File: src/sv/k_way_run_merger_macros.svh
// Assertion macros shared by the merger RTL.
// Expects i_clk and i_rst_n in the including module's scope.
`ifndef K_WAY_RUN_MERGER_MACROS_SVH
`define K_WAY_RUN_MERGER_MACROS_SVH

// property that must hold at every edge out of reset
`define KWRM_ASSERT_ALW(lbl, cond) \
    lbl: assert property (@(posedge i_clk) disable iff (!i_rst_n) (cond)) \
        else $error("kwrm assertion failed");

// same-cycle implication
`define KWRM_ASSERT_IMP(lbl, ante, cons) \
    lbl: assert property (@(posedge i_clk) disable iff (!i_rst_n) (ante) |-> (cons)) \
        else $error("kwrm assertion failed");

// next-cycle implication
`define KWRM_ASSERT_NXT(lbl, ante, cons) \
    lbl: assert property (@(posedge i_clk) disable iff (!i_rst_n) (ante) |=> (cons)) \
        else $error("kwrm assertion failed");

`endif

File: src/sv/kwrm_pkg.sv
// Package for the k-way run merger: field widths, candidate type, pick function.
// No dependencies.
package kwrm_pkg;

    localparam int IDX_W     = 4;
    localparam int VAL_W     = 64;
    localparam int CNT_W     = 5;
    localparam int MAX_SLOTS = 16;

    localparam logic [CNT_W-1:0] RUN_COUNT_RST = CNT_W'(16);

    // one head candidate in the minimum tree
    typedef struct packed {
        logic             vld;
        logic [IDX_W-1:0] idx;
        logic [VAL_W-1:0] val;
    } t_cand;

    // a holds the lower run indices, so it wins ties
    function automatic t_cand kwrm_pick(input t_cand a, input t_cand b);
        t_cand r;
        if (a.vld && (!b.vld || (a.val <= b.val))) begin
            r = a;
        end else begin
            r = b;
        end
        return r;
    endfunction

endpackage

File: src/sv/kwrm_if.sv
// Valid/ready channel interfaces for the merger input and result streams.
// Depends on kwrm_pkg.
interface kwrm_in_if import kwrm_pkg::*; ();
    logic             valid;
    logic             ready;
    logic [IDX_W-1:0] run_index;
    logic [VAL_W-1:0] run_value;
    logic             exhausted;

    modport source (output valid, output run_index, output run_value, output exhausted,
                    input ready);
    modport sink   (input valid, input run_index, input run_value, input exhausted,
                    output ready);
endinterface

interface kwrm_out_if import kwrm_pkg::*; ();
    logic             valid;
    logic             ready;
    logic [VAL_W-1:0] out_value;
    logic [IDX_W-1:0] refill_run;
    logic             done_res;

    modport source (output valid, output out_value, output refill_run, output done_res,
                    input ready);
    modport sink   (input valid, input out_value, input refill_run, input done_res,
                    output ready);
endinterface

File: src/sv/kwrm_min_tree.sv
// Combinational minimum tree over the head words; ties go to the lower run.
// Depends on kwrm_pkg.
module kwrm_min_tree import kwrm_pkg::*; #(
    parameter int N_LEAF = 16
) (
    input  logic [N_LEAF-1:0] i_valid,
    input  logic [VAL_W-1:0]  i_word [N_LEAF],
    output t_cand             o_best
);

    localparam int LVL = (N_LEAF > 1) ? $clog2(N_LEAF) : 1;
    localparam int NP  = 1 << LVL;

    // heap layout: node 0 is the root, leaves at NP-1 .. 2*NP-2
    t_cand node [2*NP-1];

    for (genvar j = 0; j < NP; j++) begin : g_leaf
        if (j < N_LEAF) begin : g_real
            assign node[NP-1+j] = '{vld: i_valid[j], idx: IDX_W'(j), val: i_word[j]};
        end else begin : g_pad
            assign node[NP-1+j] = '0;
        end
    end

    for (genvar i = 0; i < NP-1; i++) begin : g_node
        assign node[i] = kwrm_pick(node[2*i+1], node[2*i+2]);
    end

    assign o_best = node[0];

endmodule

File: src/sv/k_way_run_merger.sv
// Top level of the k-way run merger: input stage, head registers, result register.
// Depends on kwrm_pkg, kwrm_if, kwrm_min_tree and k_way_run_merger_macros.svh.
//
//  channel  | dir | beat fields                          | handshake
//  ---------+-----+--------------------------------------+-------------
//  i_in     | in  | run_index, run_value, exhausted      | valid/ready
//  o_out    | out | out_value, refill_run, done_res      | valid/ready
//  i_cfg_*  | in  | run_count (5 bits)                   | write enable
//
// Pipeline: a beat taken at one edge is resolved from the input register in the next
//   cycle (head update + SLOTS-way min tree) and lands in the result register at the
//   following edge, where it is held until o_out.ready. One beat per cycle sustained
//   while results are taken.
// The min tree over the head registers is the long path of the design.
// Reset: synchronous, active low; clears head valid bits, fill count, awaited run,
//   stage valids, and sets run_count to 16. Head words are not reset.
// Stalls: a held result stops the resolve stage; the input register still takes
//   one more beat, after which i_in.ready drops.
`include "k_way_run_merger_macros.svh"

module k_way_run_merger import kwrm_pkg::*; #(
    parameter int RUNS = 16
) (
    input  logic              i_clk,
    input  logic              i_rst_n,
    kwrm_in_if.sink           i_in,
    kwrm_out_if.source        o_out,
    input  logic              i_cfg_we,
    input  logic [CNT_W-1:0]  i_cfg_data
);

    // head slots: run_index is 4 bits, so never more than 16
    localparam int SLOTS = (RUNS < MAX_SLOTS) ? RUNS : MAX_SLOTS;

    // configuration and merge state
    logic [CNT_W-1:0] r_run_count;
    logic [SLOTS-1:0] r_valid;
    logic [VAL_W-1:0] r_word [SLOTS];
    logic [CNT_W-1:0] r_fill;
    logic [IDX_W-1:0] r_await;

    // input register
    logic             r_in_valid;
    logic [IDX_W-1:0] r_in_idx;
    logic [VAL_W-1:0] r_in_val;
    logic             r_in_exh;

    // result register
    logic             r_out_valid;
    logic [VAL_W-1:0] r_out_val;
    logic [IDX_W-1:0] r_out_idx;
    logic             r_out_done;

    logic             in_acc;
    logic             adv;        // resolve stage may move on this cycle
    logic [CNT_W-1:0] eff;        // run count clamped to 1 .. SLOTS
    logic             fill_ph;
    logic             in_rng;
    logic             wr;         // beat updates a head this cycle
    logic             emit;       // beat produces a result this cycle
    logic [CNT_W-1:0] fill_inc;
    logic [SLOTS-1:0] n_valid;
    logic [VAL_W-1:0] n_word [SLOTS];
    logic [SLOTS-1:0] lane_on;
    t_cand            best;

    // ---------------- handshakes ----------------
    assign adv        = !r_out_valid || o_out.ready;
    assign i_in.ready = !r_in_valid || adv;
    assign in_acc     = i_in.valid && i_in.ready;

    // ---------------- run count clamp ----------------
    always_comb begin
        priority if (r_run_count == '0) begin
            eff = CNT_W'(1);
        end else if (r_run_count > CNT_W'(SLOTS)) begin
            eff = CNT_W'(SLOTS);
        end else begin
            eff = r_run_count;
        end
    end

    // ---------------- resolve stage ----------------
    // Fill phase takes beats for runs below eff; wait phase takes only the
    // awaited run. Anything else is dropped without a result.
    assign fill_ph  = r_fill < eff;
    assign in_rng   = {1'b0, r_in_idx} < eff;
    assign fill_inc = r_fill + CNT_W'(1);
    assign wr       = r_in_valid && adv && (fill_ph ? in_rng : (r_in_idx == r_await));
    assign emit     = wr && (fill_ph ? (fill_inc == eff) : 1'b1);

    // heads as they stand after this beat; the tree sees the new word directly
    always_comb begin
        for (int j = 0; j < SLOTS; j++) begin
            if (wr && (r_in_idx == IDX_W'(j))) begin
                n_valid[j] = !r_in_exh;
                n_word[j]  = r_in_exh ? r_word[j] : r_in_val;
            end else begin
                n_valid[j] = r_valid[j];
                n_word[j]  = r_word[j];
            end
            lane_on[j] = CNT_W'(j) < eff;
        end
    end

    kwrm_min_tree #(
        .N_LEAF (SLOTS)
    ) u_min_tree (
        .i_valid (n_valid & lane_on),
        .i_word  (n_word),
        .o_best  (best)
    );

    // ---------------- control registers ----------------
    always_ff @(posedge i_clk) begin
        if (!i_rst_n) begin
            r_run_count <= RUN_COUNT_RST;
            r_valid     <= '0;
            r_fill      <= '0;
            r_await     <= '0;
            r_in_valid  <= 1'b0;
            r_out_valid <= 1'b0;
        end else begin
            if (i_cfg_we) begin
                // new run count opens a new merge
                r_run_count <= i_cfg_data;
                r_valid     <= '0;
                r_fill      <= '0;
            end else if (emit && !best.vld) begin
                // all runs drained: done result, back to fill phase
                r_valid <= '0;
                r_fill  <= '0;
            end else begin
                r_valid <= n_valid;
                if (wr && fill_ph) begin
                    r_fill <= fill_inc;
                end
            end

            if (emit) begin
                r_await <= best.vld ? best.idx : '0;
            end

            if (in_acc) begin
                r_in_valid <= 1'b1;
            end else if (adv) begin
                r_in_valid <= 1'b0;
            end

            if (emit) begin
                r_out_valid <= 1'b1;
            end else if (o_out.ready) begin
                r_out_valid <= 1'b0;
            end
        end
    end

    // ---------------- payload registers ----------------
    always_ff @(posedge i_clk) begin
        for (int j = 0; j < SLOTS; j++) begin
            r_word[j] <= n_word[j];
        end
        if (in_acc) begin
            r_in_idx <= i_in.run_index;
            r_in_val <= i_in.run_value;
            r_in_exh <= i_in.exhausted;
        end
        if (emit) begin
            r_out_val  <= best.vld ? best.val : '0;
            r_out_idx  <= best.vld ? best.idx : '0;
            r_out_done <= !best.vld;
        end
    end

    assign o_out.valid      = r_out_valid;
    assign o_out.out_value  = r_out_val;
    assign o_out.refill_run = r_out_idx;
    assign o_out.done_res   = r_out_done;

    // ---------------- assertions ----------------
    `KWRM_ASSERT_ALW(a_fill_bound, r_fill <= eff)
    `KWRM_ASSERT_IMP(a_await_match, r_out_valid && !r_out_done, r_await == r_out_idx)
    `KWRM_ASSERT_IMP(a_no_overrun, r_out_valid && !o_out.ready, !emit)
    `KWRM_ASSERT_NXT(a_done_clears, emit && !best.vld && !i_cfg_we, r_valid == '0 && r_fill == '0)

endmodule
File: src/flat_wrapper.sv
// flat-port wrapper written by rule: the top's interface ports become plain ports
module k_way_run_merger_flat import kwrm_pkg::*;
#(
    parameter int RUNS = 16
)
  (i_clk, i_rst_n, i_cfg_we, i_cfg_data, i_in_valid, i_in_run_index, i_in_run_value, i_in_exhausted, i_in_ready, o_out_valid, o_out_out_value, o_out_refill_run, o_out_done_res, o_out_ready);
  kwrm_in_if i_in_i ();
  kwrm_out_if o_out_i ();
  input  logic i_clk;
  input  logic i_rst_n;
  input  logic i_cfg_we;
  input  logic [CNT_W-1:0] i_cfg_data;
  input wire logic [$bits(i_in_i.valid)-1:0] i_in_valid;
  input wire logic [$bits(i_in_i.run_index)-1:0] i_in_run_index;
  input wire logic [$bits(i_in_i.run_value)-1:0] i_in_run_value;
  input wire logic [$bits(i_in_i.exhausted)-1:0] i_in_exhausted;
  output wire logic [$bits(i_in_i.ready)-1:0] i_in_ready;
  output wire logic [$bits(o_out_i.valid)-1:0] o_out_valid;
  output wire logic [$bits(o_out_i.out_value)-1:0] o_out_out_value;
  output wire logic [$bits(o_out_i.refill_run)-1:0] o_out_refill_run;
  output wire logic [$bits(o_out_i.done_res)-1:0] o_out_done_res;
  input wire logic [$bits(o_out_i.ready)-1:0] o_out_ready;
  assign i_in_i.valid = i_in_valid;
  assign i_in_i.run_index = i_in_run_index;
  assign i_in_i.run_value = i_in_run_value;
  assign i_in_i.exhausted = i_in_exhausted;
  assign i_in_ready = i_in_i.ready;
  assign o_out_valid = o_out_i.valid;
  assign o_out_out_value = o_out_i.out_value;
  assign o_out_refill_run = o_out_i.refill_run;
  assign o_out_done_res = o_out_i.done_res;
  assign o_out_i.ready = o_out_ready;
  k_way_run_merger #(.RUNS(RUNS)) u_core (.i_clk(i_clk), .i_rst_n(i_rst_n), .i_in(i_in_i), .o_out(o_out_i), .i_cfg_we(i_cfg_we), .i_cfg_data(i_cfg_data));
endmodule
File: config.mk
export PLATFORM = sky130hd
export DESIGN_NAME = k_way_run_merger_flat
export DESIGN_NICKNAME = d
export VERILOG_FILES = /design/src/sv/kwrm_pkg.sv /design/src/sv/kwrm_if.sv /design/src/sv/kwrm_min_tree.sv /design/src/sv/k_way_run_merger.sv /design/src/flat_wrapper.sv
export VERILOG_INCLUDE_DIRS = /design/src /design/src/sv
export SDC_FILE = /design/constraint.sdc
export NUM_CORES = 2
export LEC_CHECK = 0
export BUFFER_PORTS_ARGS = -buffer_cell sky130_fd_sc_hd__buf_4
export CAP_MARGIN = 10
export CORE_MARGIN = 2
export CORE_UTILIZATION = 30
export DETAILED_ROUTE_END_ITERATION = 8
export SYNTH_ARGS = -nofsm -noshare
export SYNTH_HDL_FRONTEND = slang
export SYNTH_SLANG_ARGS = --single-unit
File: constraint.sdc
create_clock -name i_clk -period 19.19 [get_ports i_clk]
set_input_delay 0.9595 -clock i_clk [delete_from_list [all_inputs] [get_ports i_clk]]
set_output_delay 0.9595 -clock i_clk [all_outputs]
set_load 0.05 [all_outputs]
Word level (Yosys, flattened, before mapping):

Memory sizes are Yosys's and may differ from the RTL's.
Index checks and enable logic that the tools add are counted.

* register bits: 170
* RAM bits: 1024
* input port bits: 79
* output and inout bits: 71
* logic and storage cells: 217
* memories: 1

* $add $sub $neg: 1
* $lt $le $gt $ge: 34
* equal/unequal tests: 17
* muxes and demuxes: 72
* bitwise operators: 2
* reduce and logical (&&, ||, !) cells: 78

Memories
* u_core.r_word: depth 16, width 64, rd ports 16, clocked after memory_dff 0, write ports 16, RTL line k_way_run_merger.sv:38 `logic [VAL_W-1:0] r_word [SLOTS];`

Operators by type and width (count)
* 64-bit 2-to-1 mux: 32
* 69-bit 2-to-1 mux: 15
* 64-bit <= comparator: 15
* 4-bit by 5-bit < comparator with 1-bit output (first input constant): 8
* 1-bit logical AND: 37
* 4-bit equality test (second input constant): 8
* 1-bit 2-to-1 mux: 22
* 3-bit by 5-bit < comparator with 1-bit output (first input constant): 4
* 1-bit logical NOT: 19
* 1-bit logical OR: 17
* 16-bit AND: 1
* 4-bit by 3-bit equality test with 1-bit output (second input constant): 4
* 1-bit by 5-bit < comparator with 1-bit output (first input constant): 2
* 2-bit by 5-bit < comparator with 1-bit output (first input constant): 2
* 5-bit 2-to-1 mux: 2
* 4-bit by 2-bit equality test with 1-bit output (second input constant): 2
* 5-bit by 1-bit adder with 5-bit output (second input constant): 1
* 5-bit equality test: 1
* 5-bit greater-than comparator (second input constant): 1
* 5-bit logical NOT: 1
* 4-bit by 5-bit < comparator with 1-bit output: 1
* 5-bit < comparator: 1
* 4-bit by 1-bit equality test with 1-bit output (second input constant): 1
* 4-bit equality test: 1
* other kinds (5): 6

Longest topological paths before layout:

* depth in word-level cells: 28
* gate-level depth with buffers: 73
* mapped depth without buffers: 58

Hierarchy:

Synthesis repeated with hierarchy kept, for this count alone.

* cells, all modules: 7449
* area, all modules: 78066.1 µm²

Modules (own cells, without submodules)
* k_way_run_merger: instances 1, cells each 2691, area an instance 40435.0 µm², seq. area each 25284.2 µm²
* kwrm_min_tree: instances 1, cells each 4758, area an instance 37631.1 µm², seq. area each 0.0 µm²

Least setup slack after synthesis:

No wires, ideal clock.

* kind: register to register
* start point: reg u_core.r_run_count[1]
* end point: reg u_core.r_out_val[2], in the netlist u_core.o_out.out_value[2] (data pin)
* setup time: 0.271 ns
* data arrival time: 14.173 ns
* required time: 18.919 ns
* setup slack: 4.746 ns
* cell stages (with the launch flop): 68
* clock period less this slack: 14.444 ns
* cell sequence: dfxtp_1 > clkbuf_1 > nand2_1 > ha_1 > nor2b_1 > o2111a_1 > o21ai_1 > o32ai_1 > clkbuf_1 > clkbuf_1 > buf_1 > mux2_2 > inv_1 > ha_1 > nand3_1 > nor3_1 > nand3_1 > or3_1 > [32 not listed] > clkbuf_1 > buf_1 > mux2i_1 > ha_1 > a21o_1 > a21o_1 > a21oi_1 > o21ai_0 > and3b_1 > a2111oi_0 > o22ai_1 > a21oi_1 > a21o_1 > nor2_1 > buf_4 > buf_4 > a2bb2oi_1 > o221ai_1

RTL lines
* start: declaration: RTL line k_way_run_merger.sv:36 `logic [CNT_W-1:0] r_run_count;`
* start signal: assignment: RTL line k_way_run_merger.sv:126 `r_run_count <= i_cfg_data;`
* end signal: assignment: RTL line k_way_run_merger.sv:169 `r_out_val <= best.vld ? best.val : '0;`
* end: declaration: RTL line k_way_run_merger.sv:50 `logic [VAL_W-1:0] r_out_val;`

==> results.txt <==
----------------------------------------------------
[Critical path]
  Most frequent CP cell ... sky130_fd_sc_hd__buf_4
  End point of the critical path ... u_core.o_out.out_value[7]
  Setup crit start ... u_core.r_in_idx[0]
  Crit path capture type ... flop
  Worst setup path category ... reg -> reg
  Worst Setup Start Kind ... flop
  Data arrival time of the worst path ... 19.33 ns
  Longest individual stage delay on the worst path ... 0.78 ns
  Flop-to-flop setup slack ... about 0.43 ns
  Critical register-to-register path endpoint ... u_core.o_out.out_value[7]
  Slowest cell on crit path ... sky130_fd_sc_hd__o2bb2ai_4
  FF-to-FF Start ... u_core.r_in_idx[0]
  Worst R2R Path Depth ... 56
  Largest fanout on the critical path ... 67
  Required time of the critical path ... around 20 ns

[Layout]
  Area grow syn2layout ... 17.6%
  Area taken by multi-input logic gates ... approximately 50000 µm²
  Layout cells sized above 1 ... 15.5%
  Register cell area after layout ... ~25000 µm²
  Layout filler cell count ... between 20k and 30k
  Final Instance Count excl. Fillers ... approximately 13k
  Core Util, Final ... about 36%
  Post-route cell area ... 93400 µm²
  Final net count ... approximately 10k

[Yosys]
  Sequential area share after synthesis ... around a third
  Share of Yosys cell area claimed by the top area cell type ... 26.6%
  Synthesized-area fraction occupied by ao, oa, aoi and oai cells ... 15.4%
  Seq cells post-synth ... ~1.2k
  Synth unique cells ... 98
  Fraction of synthesis flops using an asynchronous set or reset pin ... 0%
  Xor and xnor fraction of the mapped netlist area ... less than 1%
  Avg Cell Area, Syn ... between 8 and 9 µm²
  Post-synthesis instance area ... between 70000 and 80000 µm²
  Synthesized Nets ... between 9k and 10k
  Dominant combinational cell family by area after synthesis ... multiplexers
  Cell type contributing the most total cell area after synthesis ... sky130_fd_sc_hd__dfxtp_1
  Count of yosys warnings during synthesis ... 0
  Biggest area contributors in the synthesized netlist ... sky130_fd_sc_hd__dfxtp_1 27%, sky130_fd_sc_hd__ha_1 15%, sky130_fd_sc_hd__mux2i_1 12%
  Most instantiated flip-flop cell in the synthesis netlist ... sky130_fd_sc_hd__dfxtp_1
  Syn Inst Count ... roughly 9.0k
  Area share of fa/ha/maj cells after synthesis ... between 15 and 20%
  Post-synthesis mux area share ... between 10% and 20%
  Post-synthesis share of cell area spent on and, or, nand and nor gates ... 12.6%
  Count of flip-flops with a built-in enable after synthesis ... around 140

[Drt]
  Post-Route WL ... around 340000 µm
  Antenna-violating nets left ... 0
  TritonRoute pass-1 iters ... 8
  Detailed Route Iter0 Violations ... between 8k and 9k
  Routed length per instance ... 26.6 µm
  Routed via count ... a little over 70k
  Routed via count divided by cell count ... 5.60
  Final routed DRC violation total ... 0

[STA]
  Actual transition at the worst max-transition pin ... about 1.2 ns
  Worst relative slew slack ... between 10% and 20%
  Number of endpoints with negative hold slack in the final report ... 0
  Worst Hold Slack ... about 0.28 ns
  Largest clock skew in the final design ... approximately 0.056 ns
  Final setup TNS ... 0 ns
  Number of endpoints failing setup at the final stage ... 0
  Share of the clock period used by the worst path after layout ... 97.8%
  Setup repair after global routing missed its margin ... false
  F_max ... around 53 MHz
  Number of max-slew violations in the final report ... 0
  Clock period minus final worst setup slack ... roughly 19 ns

[Place]
  Total placed instance area ... slightly below 90000 µm²
  Final HPWL from detailed placement ... 260000 µm
  Routability-driven placement congestion ratio ... 1.01
  Placed Instances ... about 13k
  Port Buffer Count ... about 150

[Die]
  Placement Rows ... roughly 190
  Top Ports ... 150
  Area inside the core boundary ... between 200000 and 300000 µm²
  Effective utilization at floorplan ... a little under a third
  Die X ... roughly 520 µm
  Die span in y ... between 500 and 600 µm
  Die Area ... around 270000 µm²

[GRT]
  Overall Global Routing Usage ... between 20% and 30%
  Number of global-route vias before repair ... 70.0k
  First-pass GRT wire length ... a little under 500000 µm
  Gr ovfl total ... 0
  Maximum number of pins on one net before global-route repair ... slightly below 80
  Number of antenna violations at the first check in global routing ... 31

[Flow run]
  Maximum capacitance violations ... 0

[Pwr]
  Peak VDD IR ... 84.4 µV
  Leakage power of the design ... about 0.047 µW
  Cell area power density ... between 100 and 150 nW/µm²

[Outcome]
  Status ... finished, final reports clean

[Clock tree]
  Worst-skew pair later-pin latency ... approximately 0.86 ns
  Number of CTS-inserted buffers ... 156
  Clock Sinks ... 1194
  CTS HTree Levels ... 4
  Clock transition at the registers of the reported paths ... 0.06 ns
  Clock tree from TritonCTS ... built
  CTS root buffer ... sky130_fd_sc_hd__clkbuf_16
  Clk buf depth ... 4

[Min path]
  Worst hold path type ... in -> reg

----------------------------------------------------
synthesized netlist by cell type (55+ instances only):
cell / count
sky130_fd_sc_hd__a31oi_1: 55
sky130_fd_sc_hd__edfxtp_1: 138
sky130_fd_sc_hd__o21ai_0: 370
sky130_fd_sc_hd__a221oi_1: 62
sky130_fd_sc_hd__nand3_1: 206
sky130_fd_sc_hd__nand4_1: 189
sky130_fd_sc_hd__o22ai_1: 62
sky130_fd_sc_hd__ha_1: 956
sky130_fd_sc_hd__o211ai_1: 155
sky130_fd_sc_hd__nand2b_1: 66
sky130_fd_sc_hd__inv_1: 1023
sky130_fd_sc_hd__nand2_1: 683
sky130_fd_sc_hd__clkbuf_1: 312
sky130_fd_sc_hd__mux2i_1: 938
sky130_fd_sc_hd__buf_2: 94
sky130_fd_sc_hd__or3_1: 57
sky130_fd_sc_hd__nor2_1: 466
sky130_fd_sc_hd__buf_1: 93
sky130_fd_sc_hd__nor3_1: 128
sky130_fd_sc_hd__a21o_1: 122
sky130_fd_sc_hd__a21oi_1: 457
sky130_fd_sc_hd__mux2_2: 380
sky130_fd_sc_hd__dfxtp_1: 1056
sky130_fd_sc_hd__nor4_1: 83
sky130_fd_sc_hd__a211oi_1: 64
cells in the final DEF (no fill, tap or decap), types with 27 or more instances in the layout:
cell type	instances
sky130_fd_sc_hd__nand3_1	205
sky130_fd_sc_hd__and3_1	28
sky130_fd_sc_hd__a31oi_1	54
sky130_fd_sc_hd__mux2i_1	938
sky130_fd_sc_hd__clkbuf_1	32
sky130_fd_sc_hd__nor2_1	458
sky130_fd_sc_hd__clkbuf_16	160
sky130_fd_sc_hd__inv_1	1022
sky130_fd_sc_hd__nand4_1	189
sky130_fd_sc_hd__nand2b_1	62
sky130_fd_sc_hd__o22ai_1	62
sky130_fd_sc_hd__mux2_2	380
sky130_fd_sc_hd__edfxtp_1	138
sky130_fd_sc_hd__clkbuf_8	27
sky130_fd_sc_hd__o311a_1	37
sky130_fd_sc_hd__and4_1	53
sky130_fd_sc_hd__o21ai_0	366
sky130_fd_sc_hd__a2bb2oi_1	50
sky130_fd_sc_hd__o21a_1	42
sky130_fd_sc_hd__nor2b_1	41
sky130_fd_sc_hd__a221oi_1	58
sky130_fd_sc_hd__nor4_1	77
sky130_fd_sc_hd__dfxtp_1	1053
sky130_fd_sc_hd__a21oi_1	452
sky130_fd_sc_hd__nor3_1	123
sky130_fd_sc_hd__buf_12	44
sky130_fd_sc_hd__a21o_1	120
sky130_fd_sc_hd__or3_1	56
sky130_fd_sc_hd__a211o_1	48
sky130_fd_sc_hd__o211ai_1	155
sky130_fd_sc_hd__ha_1	956
sky130_fd_sc_hd__nand2_1	676
sky130_fd_sc_hd__a211oi_1	62
sky130_fd_sc_hd__buf_4	667
sky130_fd_sc_hd__o221ai_1	47
flip-flops by register name, summed over array words and instances (netlist names), 4 cells and up:
register	flops
u_core.r_fill	5
u_core.r_run_count	5
u_core.o_out.out_value	64
u_core.r_in_idx	4
u_core.r_in_val	64
u_core.r_valid	16
u_core.r_word	1024
u_core.o_out.refill_run	4
u_core.r_await	4
per-stage QoR:
step	total power [µW]	setup slack (ns)
2_1_floorplan	5420	4.75
3_3_place_gp	6950	-0.456
3_5_place_dp	7010	-0.474
4_1_cts	10000	0.0901
5_1_grt	10600	0.0351
6_report	10100	0.431
where the power goes:
part | switching [µW] | total [µW] | internal, µW | leakage [µW]
sequential | 123 | 3020 | 2890 | 0.0100
combinational | 2590 | 4110 | 1520 | 0.0346
clock | 1250 | 3010 | 1760 | 0.00252
cell families (layout without fill, tap and decap cells):
group,count (synthesis),after routing
DFF,1194,1194
AOI/OAI and AO/OA,1829,1830
adders and majority gates,956,956
buffers and inverters,1542,2013
muxes,1318,1318
other,0,5
and+or+nand+nor,2088,2089
xor gates and xnor gates,27,27
worst min path at each step:
stage,start,to,slack [ns],cells past startpoint
finish,i_in_run_value[47],u_core.r_in_val[47],0.28,1
CTS,i_in_run_value[12],u_core.r_in_val[12],0.25,1
global route,i_in_run_value[5],u_core.r_in_val[5],0.26,1
global placement,u_core.r_word[0][136],u_core.r_word[0][136],0.45,2
detailed placement,u_core.r_word[0][150],u_core.r_word[0][150],0.46,2
floorplan,u_core.r_word[0][131],u_core.r_word[0][131],0.43,2
worst max-delay path: cells and delay by family, from the launching register on:
kind / cells / cell delay (ns)
AOI/OAI and AO/OA: 24 / 7.53
adders and majority gates: 4 / 1.23
buffers and inverters: 9 / 2.79
DFF: 1 / 0.52
muxes: 3 / 1.09
and+or+nand+nor: 16 / 5.00
what timing repair did:
item,4_1_cts,5_1_grt
pin swaps,2,14
setup buffers,1,21
cloned,1,1
gates resized for setup,12,18
hold buffers,0,0
hold endpoints to repair,0,0
endpoints found under the setup margin,72,72
metal layers:
| metal | part of all wire (%) | GRT usage [%] | up-vias | routed length [µm] |
|---|---|---|---|---|
| met5 | 0.043 | 0 | - | 149 |
| met4 | 6.3 | 13.5 | 20 | 21800 |
| met3 | 8.0 | 4.21 | 775 | 27500 |
| met2 | 43 | 38.0 | 3438 | 149000 |
| met1 | 42 | 31.8 | 35300 | 145000 |
| li1 | - | - | 33000 | - |
area by class of cell:
cell class              count  share of cell area (%)
flip-flops and latches   1194                    27.1
inverters                1025                    4.12
clock buffers             219                    4.81
diodes                      5                  0.0134
repair buffers            713                    6.33
multi-input cells        6220                    52.3
clock inverters            56                   0.662
well taps                3515                    4.71
Note: power is estimated with default switching activity, not from simulation.
